--- src/hdl/ivde_pkg.sv ---
// Types, sizes and codes shared by the int8 vector distance engine.
// No dependencies; compile before every other file of the block.
`timescale 1ns / 1ps

package ivde_pkg;

    localparam int MAX_DIM   = 4096;
    localparam int ELEM_W    = 8;
    localparam int DIST_W    = 32;
    localparam int CNT_W     = $clog2(MAX_DIM + 1);
    localparam int NORM_W    = $clog2(MAX_DIM * 16384 + 1);
    localparam int SUM_W     = 30;
    localparam int PROD_W    = 2 * NORM_W;
    localparam int ROOT_W    = NORM_W;
    localparam int SQREM_W   = ROOT_W + 2;
    localparam int Q_SHIFT   = 30;
    localparam int MAG_W     = SUM_W;
    localparam int DIVD_W    = MAG_W + Q_SHIFT;
    localparam int DREM_W    = ROOT_W + 1;
    localparam int STEP_W    = $clog2(DIVD_W);

    localparam logic [DIVD_W-1:0] Q_ONE = DIVD_W'(1) << Q_SHIFT;

    localparam logic [1:0] METRIC_L2  = 2'd0;
    localparam logic [1:0] METRIC_IP  = 2'd1;
    localparam logic [1:0] METRIC_COS = 2'd2;

    typedef struct packed {
        logic signed [ELEM_W-1:0] elem_a;
        logic signed [ELEM_W-1:0] elem_b;
        logic                     last;
    } ivde_in_t;

    typedef struct packed {
        logic signed [DIST_W-1:0] distance;
        logic                     overflow;
    } ivde_out_t;

    typedef struct packed {
        logic acc_en;
        logic acc_snap;
        logic out_load_sum;
        logic mul_load;
        logic sqrt_step;
        logic div_step;
        logic out_load_cos;
    } ivde_cmd_t;

    typedef struct packed {
        logic cos_sel;
        logic denom_zero;
    } ivde_status_t;

endpackage

--- src/hdl/ivde_datapath.sv ---
// Datapath: metric register, accumulators, norm multiplier, square root and divider.
// Depends on ivde_pkg; driven by ivde_ctrl through ivde_cmd_t.
`timescale 1ns / 1ps

module ivde_datapath (
    input  logic                  aclk,
    input  logic                  aresetn,
    input  logic                  cfg_wr_en,
    input  logic [1:0]            cfg_wr_data,
    input  ivde_pkg::ivde_in_t    s_data,
    input  ivde_pkg::ivde_cmd_t   cmd,
    output ivde_pkg::ivde_status_t status,
    output ivde_pkg::ivde_out_t   m_data
);
    import ivde_pkg::*;

    logic [1:0]              metric_reg;
    logic signed [SUM_W-1:0] sum_reg;
    logic [NORM_W-1:0]       na_reg;
    logic [NORM_W-1:0]       nb_reg;
    logic [CNT_W-1:0]        cnt_reg;
    logic                    too_long_reg;

    logic [NORM_W-1:0]       snap_na_reg;
    logic [NORM_W-1:0]       snap_nb_reg;
    logic                    snap_over_reg;
    logic                    neg_reg;

    logic [PROD_W-1:0]       sq_n_reg;
    logic [SQREM_W-3:0]      sq_rem_reg;
    logic [ROOT_W-1:0]       root_reg;
    logic [DIVD_W-1:0]       divd_reg;
    logic [DREM_W-2:0]       drem_reg;
    ivde_out_t               out_reg;

    logic signed [ELEM_W:0]     diff;
    logic signed [2*ELEM_W+1:0] sq_diff;
    logic signed [2*ELEM_W-1:0] prod_ab;
    logic signed [2*ELEM_W-1:0] prod_aa;
    logic signed [2*ELEM_W-1:0] prod_bb;
    logic signed [SUM_W-1:0]    contrib;
    logic                       full;
    logic signed [SUM_W-1:0]    sum_fin;
    logic [NORM_W-1:0]          na_fin;
    logic [NORM_W-1:0]          nb_fin;
    logic                       too_long_fin;
    logic [MAG_W-1:0]           mag_fin;

    logic [SQREM_W-1:0]         sq_rem_sh;
    logic [SQREM_W-1:0]         sq_trial;
    logic                       sq_ge;
    logic [DREM_W-1:0]          drem_sh;
    logic                       d_ge;
    logic [Q_SHIFT:0]           q_clamped;
    logic [DIST_W-1:0]          cos_val;

    always_comb begin
        diff    = $signed({s_data.elem_a[ELEM_W-1], s_data.elem_a})
                - $signed({s_data.elem_b[ELEM_W-1], s_data.elem_b});
        sq_diff = diff * diff;
        prod_ab = s_data.elem_a * s_data.elem_b;
        prod_aa = s_data.elem_a * s_data.elem_a;
        prod_bb = s_data.elem_b * s_data.elem_b;
        contrib = (metric_reg == METRIC_L2) ? SUM_W'(sq_diff) : SUM_W'(prod_ab);
        full    = (cnt_reg == CNT_W'(MAX_DIM));
        sum_fin = full ? sum_reg : sum_reg + contrib;
        na_fin  = full ? na_reg : na_reg + NORM_W'($unsigned(prod_aa));
        nb_fin  = full ? nb_reg : nb_reg + NORM_W'($unsigned(prod_bb));
        too_long_fin = too_long_reg | full;
        mag_fin = sum_fin[SUM_W-1] ? MAG_W'(-sum_fin) : MAG_W'(sum_fin);
    end

    always_comb begin
        sq_rem_sh = {sq_rem_reg, sq_n_reg[PROD_W-1 -: 2]};
        sq_trial  = {root_reg, 2'b01};
        sq_ge     = (sq_rem_sh >= sq_trial);
        drem_sh   = {drem_reg, divd_reg[DIVD_W-1]};
        d_ge      = (drem_sh >= {1'b0, root_reg});
        q_clamped = (divd_reg > Q_ONE) ? Q_ONE[Q_SHIFT:0] : divd_reg[Q_SHIFT:0];
        cos_val   = neg_reg ? -DIST_W'(q_clamped) : DIST_W'(q_clamped);
    end

    assign status.cos_sel    = (metric_reg == METRIC_COS);
    assign status.denom_zero = (root_reg == '0);
    assign m_data            = out_reg;

    // Accumulators and metric register
    always_ff @(posedge aclk) begin
        if (!aresetn) begin
            metric_reg   <= METRIC_L2;
            sum_reg      <= '0;
            na_reg       <= '0;
            nb_reg       <= '0;
            cnt_reg      <= '0;
            too_long_reg <= 1'b0;
        end else begin
            if (cfg_wr_en) begin
                metric_reg <= cfg_wr_data;
            end
            if (cmd.acc_snap) begin
                sum_reg      <= '0;
                na_reg       <= '0;
                nb_reg       <= '0;
                cnt_reg      <= '0;
                too_long_reg <= 1'b0;
            end else if (cmd.acc_en) begin
                sum_reg      <= sum_fin;
                na_reg       <= na_fin;
                nb_reg       <= nb_fin;
                cnt_reg      <= full ? cnt_reg : cnt_reg + CNT_W'(1);
                too_long_reg <= too_long_fin;
            end
        end
    end

    // Snapshot, root, quotient and output register; payload only
    always_ff @(posedge aclk) begin
        if (cmd.acc_snap) begin
            snap_na_reg   <= na_fin;
            snap_nb_reg   <= nb_fin;
            snap_over_reg <= too_long_fin;
            neg_reg       <= sum_fin[SUM_W-1];
            divd_reg      <= {mag_fin, {Q_SHIFT{1'b0}}};
            drem_reg      <= '0;
        end
        if (cmd.mul_load) begin
            sq_n_reg   <= snap_na_reg * snap_nb_reg;
            sq_rem_reg <= '0;
            root_reg   <= '0;
        end
        if (cmd.sqrt_step) begin
            sq_n_reg <= {sq_n_reg[PROD_W-3:0], 2'b00};
            if (sq_ge) begin
                sq_rem_reg <= (SQREM_W-2)'(sq_rem_sh - sq_trial);
                root_reg   <= {root_reg[ROOT_W-2:0], 1'b1};
            end else begin
                sq_rem_reg <= sq_rem_sh[SQREM_W-3:0];
                root_reg   <= {root_reg[ROOT_W-2:0], 1'b0};
            end
        end
        if (cmd.div_step) begin
            divd_reg <= {divd_reg[DIVD_W-2:0], d_ge};
            if (d_ge) begin
                drem_reg <= (DREM_W-1)'(drem_sh - {1'b0, root_reg});
            end else begin
                drem_reg <= drem_sh[DREM_W-2:0];
            end
        end
        if (cmd.out_load_sum) begin
            out_reg.distance <= DIST_W'(sum_fin);
            out_reg.overflow <= too_long_fin;
        end else if (cmd.out_load_cos) begin
            out_reg.distance <= status.denom_zero ? '0 : $signed(cos_val);
            out_reg.overflow <= snap_over_reg;
        end
    end

endmodule

--- src/hdl/ivde_ctrl.sv ---
// Controller: transfer acceptance, cosine sequencing and result valid.
// Depends on ivde_pkg; drives ivde_datapath through ivde_cmd_t.
`timescale 1ns / 1ps

module ivde_ctrl (
    input  logic                   aclk,
    input  logic                   aresetn,
    input  logic                   s_valid,
    input  logic                   s_last,
    output logic                   s_ready,
    output logic                   m_valid,
    input  logic                   m_ready,
    input  ivde_pkg::ivde_status_t status,
    output ivde_pkg::ivde_cmd_t    cmd
);
    import ivde_pkg::*;

    typedef enum logic [2:0] {
        ST_ACCUM,
        ST_MULT,
        ST_SQRT,
        ST_DIV,
        ST_FIN
    } state_t;

    state_t            state_reg;
    logic [STEP_W-1:0] step_reg;
    logic              m_valid_reg;
    logic              take;
    logic              snap;

    always_comb begin
        // hold a last transfer while the result slot or the cosine unit is busy
        s_ready = (state_reg == ST_ACCUM) ? (!m_valid_reg || !s_last) : !s_last;
        take    = s_valid && s_ready;
        snap    = take && s_last;
        cmd.acc_en       = take;
        cmd.acc_snap     = snap;
        cmd.out_load_sum = snap && !status.cos_sel;
        cmd.mul_load     = (state_reg == ST_MULT);
        cmd.sqrt_step    = (state_reg == ST_SQRT);
        cmd.div_step     = (state_reg == ST_DIV);
        cmd.out_load_cos = (state_reg == ST_FIN);
    end

    assign m_valid = m_valid_reg;

    always_ff @(posedge aclk) begin
        if (!aresetn) begin
            state_reg   <= ST_ACCUM;
            step_reg    <= '0;
            m_valid_reg <= 1'b0;
        end else begin
            if (cmd.out_load_sum || cmd.out_load_cos) begin
                m_valid_reg <= 1'b1;
            end else if (m_ready) begin
                m_valid_reg <= 1'b0;
            end
            case (state_reg)
                ST_ACCUM: begin
                    if (snap && status.cos_sel) begin
                        state_reg <= ST_MULT;
                    end
                end
                ST_MULT: begin
                    step_reg  <= '0;
                    state_reg <= ST_SQRT;
                end
                ST_SQRT: begin
                    if (step_reg == STEP_W'(ROOT_W - 1)) begin
                        step_reg  <= '0;
                        state_reg <= ST_DIV;
                    end else begin
                        step_reg <= step_reg + STEP_W'(1);
                    end
                end
                ST_DIV: begin
                    if (status.denom_zero || step_reg == STEP_W'(DIVD_W - 1)) begin
                        step_reg  <= '0;
                        state_reg <= ST_FIN;
                    end else begin
                        step_reg <= step_reg + STEP_W'(1);
                    end
                end
                ST_FIN: begin
                    state_reg <= ST_ACCUM;
                end
                default: begin
                    state_reg <= ST_ACCUM;
                end
            endcase
        end
    end

endmodule

--- src/hdl/int8_vector_distance_engine.sv ---
// L2 and inner product results appear in the cycle after the last transfer;
// cosine runs a multiply, 27 root steps, 60 divide steps (fewer when the root is
// zero) and the output load. Throughput: one element pair per cycle;
// a last transfer waits while a result is pending or the cosine unit is busy.
// Reset: synchronous active-low aresetn clears metric, accumulators and the result valid.
`timescale 1ns / 1ps

module int8_vector_distance_engine (
    input  logic                aclk,
    input  logic                aresetn,
    input  logic                cfg_wr_en,
    input  logic [1:0]          cfg_wr_data,
    input  logic                s_valid,
    output logic                s_ready,
    input  ivde_pkg::ivde_in_t  s_data,
    output logic                m_valid,
    input  logic                m_ready,
    output ivde_pkg::ivde_out_t m_data
);
    import ivde_pkg::*;

    ivde_cmd_t    cmd;
    ivde_status_t status;

    ivde_ctrl u_ctrl (
        .aclk    (aclk),
        .aresetn (aresetn),
        .s_valid (s_valid),
        .s_last  (s_data.last),
        .s_ready (s_ready),
        .m_valid (m_valid),
        .m_ready (m_ready),
        .status  (status),
        .cmd     (cmd)
    );

    ivde_datapath u_datapath (
        .aclk        (aclk),
        .aresetn     (aresetn),
        .cfg_wr_en   (cfg_wr_en),
        .cfg_wr_data (cfg_wr_data),
        .s_data      (s_data),
        .cmd         (cmd),
        .status      (status),
        .m_data      (m_data)
    );

endmodule

--- config.mk ---
export PLATFORM = sky130hd
export DESIGN_NAME = int8_vector_distance_engine
export DESIGN_NICKNAME = d
export VERILOG_FILES = /design/src/hdl/ivde_pkg.sv /design/src/hdl/ivde_datapath.sv /design/src/hdl/ivde_ctrl.sv /design/src/hdl/int8_vector_distance_engine.sv
export SDC_FILE = /design/constraint.sdc
export NUM_CORES = 2
export LEC_CHECK = 0
export BUFFER_PORTS_ARGS = -buffer_cell sky130_fd_sc_hd__buf_2
export CORE_UTILIZATION = 45
export CTS_BUF_LIST = sky130_fd_sc_hd__clkbuf_2 sky130_fd_sc_hd__clkbuf_4 sky130_fd_sc_hd__clkbuf_8
export CTS_CLUSTER_DIAMETER = 200
export DETAILED_ROUTE_END_ITERATION = 10
export SLEW_MARGIN = 20
export SYNTH_ARGS = -nofsm -noshare
export SYNTH_HDL_FRONTEND = slang
export SYNTH_SLANG_ARGS = --single-unit
--- constraint.sdc ---
create_clock -name aclk -period 36.1 [get_ports aclk]
set_input_delay 7.22 -clock aclk [delete_from_list [all_inputs] [get_ports aclk]]
set_output_delay 7.22 -clock aclk [all_outputs]
set_load 0.05 [all_outputs]
# Word-level counts from Yosys, hierarchy flattened
# Index checks and enable logic that the tools add are counted.
# totals
ff_bits	394
latchBits	0
mem_bits_rw	0
romBits	0
memories	0
# classes
add_sub_neg	10
mul	5
div	0
magnitude_cmp	3
eq_ne	11
shift	0
muxes	32
bitwise_logic	3
n_reduce_logical	21
# op_table
operator	count
2-to-1 mux 27 bit	9
2-to-1 mux 60 bit	2
2-to-1 mux 54 bit	2
2-to-1 mux 30 bit	3
2-to-1 mux 33 bit	2
2-to-1 mux 32 bit	2
> comparator 60 x 31 -> 1 bit (second input constant)	1
adder 27 x 16 -> 27 bit	2
multiplier 27 x 27 -> 54 bit	1
subtractor 27 bit	2
multiplier 8 x 8 -> 16 bit	3
negation 31 -> 32 bit	1
2-to-1 mux 31 bit	1
adder 30 bit	1
negation 30 bit	1
greater-or-equal comparator 29 bit	1
greater-or-equal comparator 28 x 27 -> 1 bit	1
zero test 27 bit	1
multiplier 9 x 9 -> 18 bit	1
one-hot mux 6 bit (3 select lines)	1
adder 13 x 1 -> 13 bit (second input constant)	1
== test 13 bit (second input constant)	1
2-to-1 mux 6 bit	2
one-hot mux 3 bit (4 select lines)	1
other kinds (24)	42

# Logic depth before layout (Yosys ltp)
# depth
depth_word	9
mapped_depth	47
ltp_nobuf	45

# By module
# From an unflattened synthesis, not the netlist that was laid out.
# hier_totals
hier_cells	6295
hier_area_um2	56465.4
# modules_own_cells
mod	instances	cells_each	area_each_um2	seq_area_each_um2
ivde_datapath	1	6220	55822.3	10510.1
ivde_ctrl	1	75	643.1	200.2

# Least setup slack after synthesis
# OpenSTA, ideal clock, no wires.
# synth_path
path_kind	input to register
startpoint	in s_data[9] in the netlist's numbering
endpoint	reg u_datapath.divd_reg[40] (data pin)
arrival_ps	16982
setup_slack_ps	18858
stages	41
n_path_buf	2
cell_sequence	inv_1 clkbuf_1 ha_1 inv_1 fa_1 a21o_1 a21oi_1 o21bai_1 a21oi_1 nor2b_1 o31ai_1 clkbuf_1 and2_1 fa_1 inv_1 fa_1 inv_1 fa_1 [5 not listed] o21ai_0 a21oi_1 o41a_1 a211oi_1 nor4_1 nor3_1 ha_1 a21o_1 a21o_1 a21o_1 a2111o_1 o21ai_1 a31o_2 mux2i_1 xor2_2 nor2_1 xnor2_1 mux2_2
# synth_via
elab_chain_cells	9
# synth_lines
element	line_no	source
start, declared	int8_vector_distance_engine.sv:15	input ivde_pkg::ivde_in_t s_data,
subtractor 8 x 8 -> 9 bit	ivde_datapath.sv:59	- $signed({s_data.elem_b[ELEM_W-1], s_data.elem_b});
multiplier 9 x 9 -> 18 bit	ivde_datapath.sv:60	sq_diff = diff * diff;
2-to-1 mux 30 bit *	ivde_datapath.sv:64	contrib = (metric_reg == METRIC_L2) ? SUM_W'(sq_diff) : SUM_W'(prod_ab);
adder 30 bit *	ivde_datapath.sv:66	sum_fin = full ? sum_reg : sum_reg + contrib;
2-to-1 mux 30 bit *	ivde_datapath.sv:66	
negation 30 bit	ivde_datapath.sv:70	mag_fin = sum_fin[SUM_W-1] ? MAG_W'(-sum_fin) : MAG_W'(sum_fin);
2-to-1 mux 30 bit *	ivde_datapath.sv:70	
2-to-1 mux 60 bit *	ivde_datapath.sv:118	if (cmd.acc_snap) begin
2-to-1 mux 60 bit *	ivde_datapath.sv:141	if (cmd.div_step) begin
end signal, assigned	ivde_datapath.sv:123	divd_reg <= {mag_fin, {Q_SHIFT{1'b0}}};
end signal, assigned	ivde_datapath.sv:142	divd_reg <= {divd_reg[DIVD_W-2:0], d_ge};
end, declared	ivde_datapath.sv:32	logic [DIVD_W-1:0] divd_reg;
# Every way passes the cells marked *; elsewhere a longest branch is shown, timed or not. The select of a mux whose other input is x is not followed.
# A chain may end at the register's enable or synchronous reset.

# Worst setup path after layout
# layout_path
startpoint	in s_data[9] in the netlist's numbering
endpoint	reg u_datapath.divd_reg[58] (data pin)
# The elaborated chain is that of the path after synthesis.

==> impl_metrics.json <==
{
  "syn-num-nets": 7616,
  "wl_mm": 138,
  "die-area_sq_um": 126000,
  "yosys_warnings": 0,
  "fin_nets": 7529,
  "io_buffers": 58,
  "synth-edff-count": 282,
  "place_hpwl_mm": 106,
  "r2r_slack_ps": 27900,
  "cts.sinks": 394,
  "required_ps": 36540,
  "path_buf_inv": 8,
  "mostFrequentLayoutCells": "1062 x nand2_1, 1054 x inv_1, 833 x fa_1",
  "worstHoldStart": "u_datapath.sq_n_reg[1]$_SDFFE_PP0P_",
  "dieHeight_um": 355,
  "grt_max_degree": 83,
  "start_util": 0.453,
  "crit_arrival_ps": 17360,
  "largest_reg_flops": 60,
  "place_congestion": 0.881,
  "r2r-start": "u_datapath.snap_nb_reg[15]$_DFFE_PP_",
  "first_global_vias": 42700,
  "crit_start": "s_data[9]",
  "worstMarginPinSlew_ps": 1050,
  "end_kind": "flip-flop",
  "vias": 41900,
  "cts_tree": "done",
  "cts_made_buffers": 76,
  "final-seq-area_sq_um": 10700,
  "reg2reg_depth": 26,
  "syn_avg_cell_area_sq_um": 8.88,
  "syn_area_sq_um": 56000,
  "final_util": 0.482,
  "path_depth": 43,
  "max_slew_margin": 0.302,
  "htreeDepth": 3,
  "cts_setup_buffers": 0,
  "setup_violations": 0,
  "crit_slowest_cell": "fa_1",
  "syn_to_final_growth_pct": 6.33,
  "fmaxAchievable_ghz": 0.0591,
  "grt_pass1_wl_mm": 228,
  "ys_seq_area_frac": 0.191,
  "track_usage": 0.224,
  "whs_path_depth": 2,
  "placed_cell_area_sq_um": 57800,
  "cp-start-kind": "input port",
  "period_share": 0.469,
  "slowest_delay_ps": 510,
  "dr.pass1.iters": 6,
  "die_w_um": 355,
  "finalHoldViolations": 0,
  "async_flop_share": 0,
  "cts.clk_slew.worst_paths_ps": 60,
  "min_path_type": "flip-flop to flip-flop",
  "crit_type": "input port to flip-flop",
  "final_cell_area_sq_um": 59500,
  "dp.cells": 7774,
  "tns_ps": 0,
  "cap_violations": 0,
  "final.setup_skew_ps": 45.6,
  "clockBufferDepth": 3,
  "final_cells": 7920,
  "grt_setup_unrepaired": "no",
  "slew_violations": 0,
  "ys_types": 89,
  "overflow": 0,
  "status": "finished, final reports clean",
  "core-area_sq_um": 124000,
  "crit_fanout": 14,
  "layout_commonest_cell": "nand2_1",
  "rows": 129,
  "critPathTopFamily": "compound AO/OA/AOI/OAI gates",
  "insertion_delay_ps": 730,
  "ctsHoldBuffers": 0,
  "drc_errors": 0,
  "routedWlPerCell_um": 17.5,
  "cts-resized-gates": 0,
  "period_minus_slack_ps": 16910,
  "synthCells": 6304,
  "synth_ff_type": "edfxtp_1",
  "multi_input_area_sq_um": 40200,
  "fill_cells": 12000,
  "synth.ff_latch_count": 394,
  "antenna_found_initial": 2,
  "via_per_inst": 5.29,
  "ant_nets": 0,
  "ioPinCount": 59,
  "root_buffer": "clkbuf_8",
  "drive_gt1_frac": 0.0532,
  "drtIter0Drc": 2491
}
[worst paths after layout]
check,to
setup / recovery,u_datapath.divd_reg[58]$_DFFE_PP_
hold / removal,u_datapath.sq_n_reg[1]$_SDFFE_PP0P_
setup reg to reg,u_datapath.sq_n_reg[53]$_DFFE_PP_
hold reg to reg,u_datapath.sq_n_reg[1]$_SDFFE_PP0P_
[worst min-delay path, delay by kind of cell, from the launching register on]
kind,cells,cell delay (ps)
flops,1,310
compound gates,1,50
simple gates,1,50
[layer usage]
layer	GRT usage	routed length, um	vias up
li1	-	-	19900
met1	0.314	63800	20900
met2	0.375	65800	917
met3	0.0249	6390	168
met4	0.0447	2380	0
met5	0	0	-
[cell families after synthesis]
| logic type | count (synthesis) | share of synthesized area |
|---|---|---|
| mux | 53 | 0.00954 |
| xor+xnor | 278 | 0.0441 |
| flops | 394 | 0.191 |
| buf+inv | 1361 | 0.0919 |
| simple gates | 2022 | 0.162 |
| fa+ha+maj | 1288 | 0.399 |
| compound gates | 908 | 0.101 |
[cell type report]
class | instances | area share
multi-input combinational | 4549 | 0.675
clock inverter | 35 | 0.00637
tap | 1637 | 0.0344
clock buffer | 107 | 0.0222
antenna | 2 | 0.0000841
timing repair buffer | 136 | 0.0149
inverter | 1060 | 0.0669
sequential | 394 | 0.180
[cell usage after synthesis, drive strengths merged (35+ instances only)]
master	count	area, sq um
a21o	92	691
a21oi	299	1500
and2	245	1530
and3	43	269
clkbuf	271	1020
dfxtp	112	2240
edfxtp	282	8470
fa	833	16700
ha	455	5690
inv	1057	3970
mux2i	50	500
nand2	1066	4000
nand2b	35	219
nand3	67	335
nor2	331	1240
nor2b	36	225
nor3	58	295
o21ai	211	1070
xnor2	164	1440
xor2	112	988
[stage by stage]
stage               hold slack [ps]  setup WS (ps)
floorplan                       428          18860
global placement                442          18700
detailed placement              449          18530
CTS                             456          19320
global route                    483          18580
finish                          456          19190
Power is left out: the tool's default activity adds up to more than one toggle a clock period on the data nets, which glitch-free logic cannot reach.
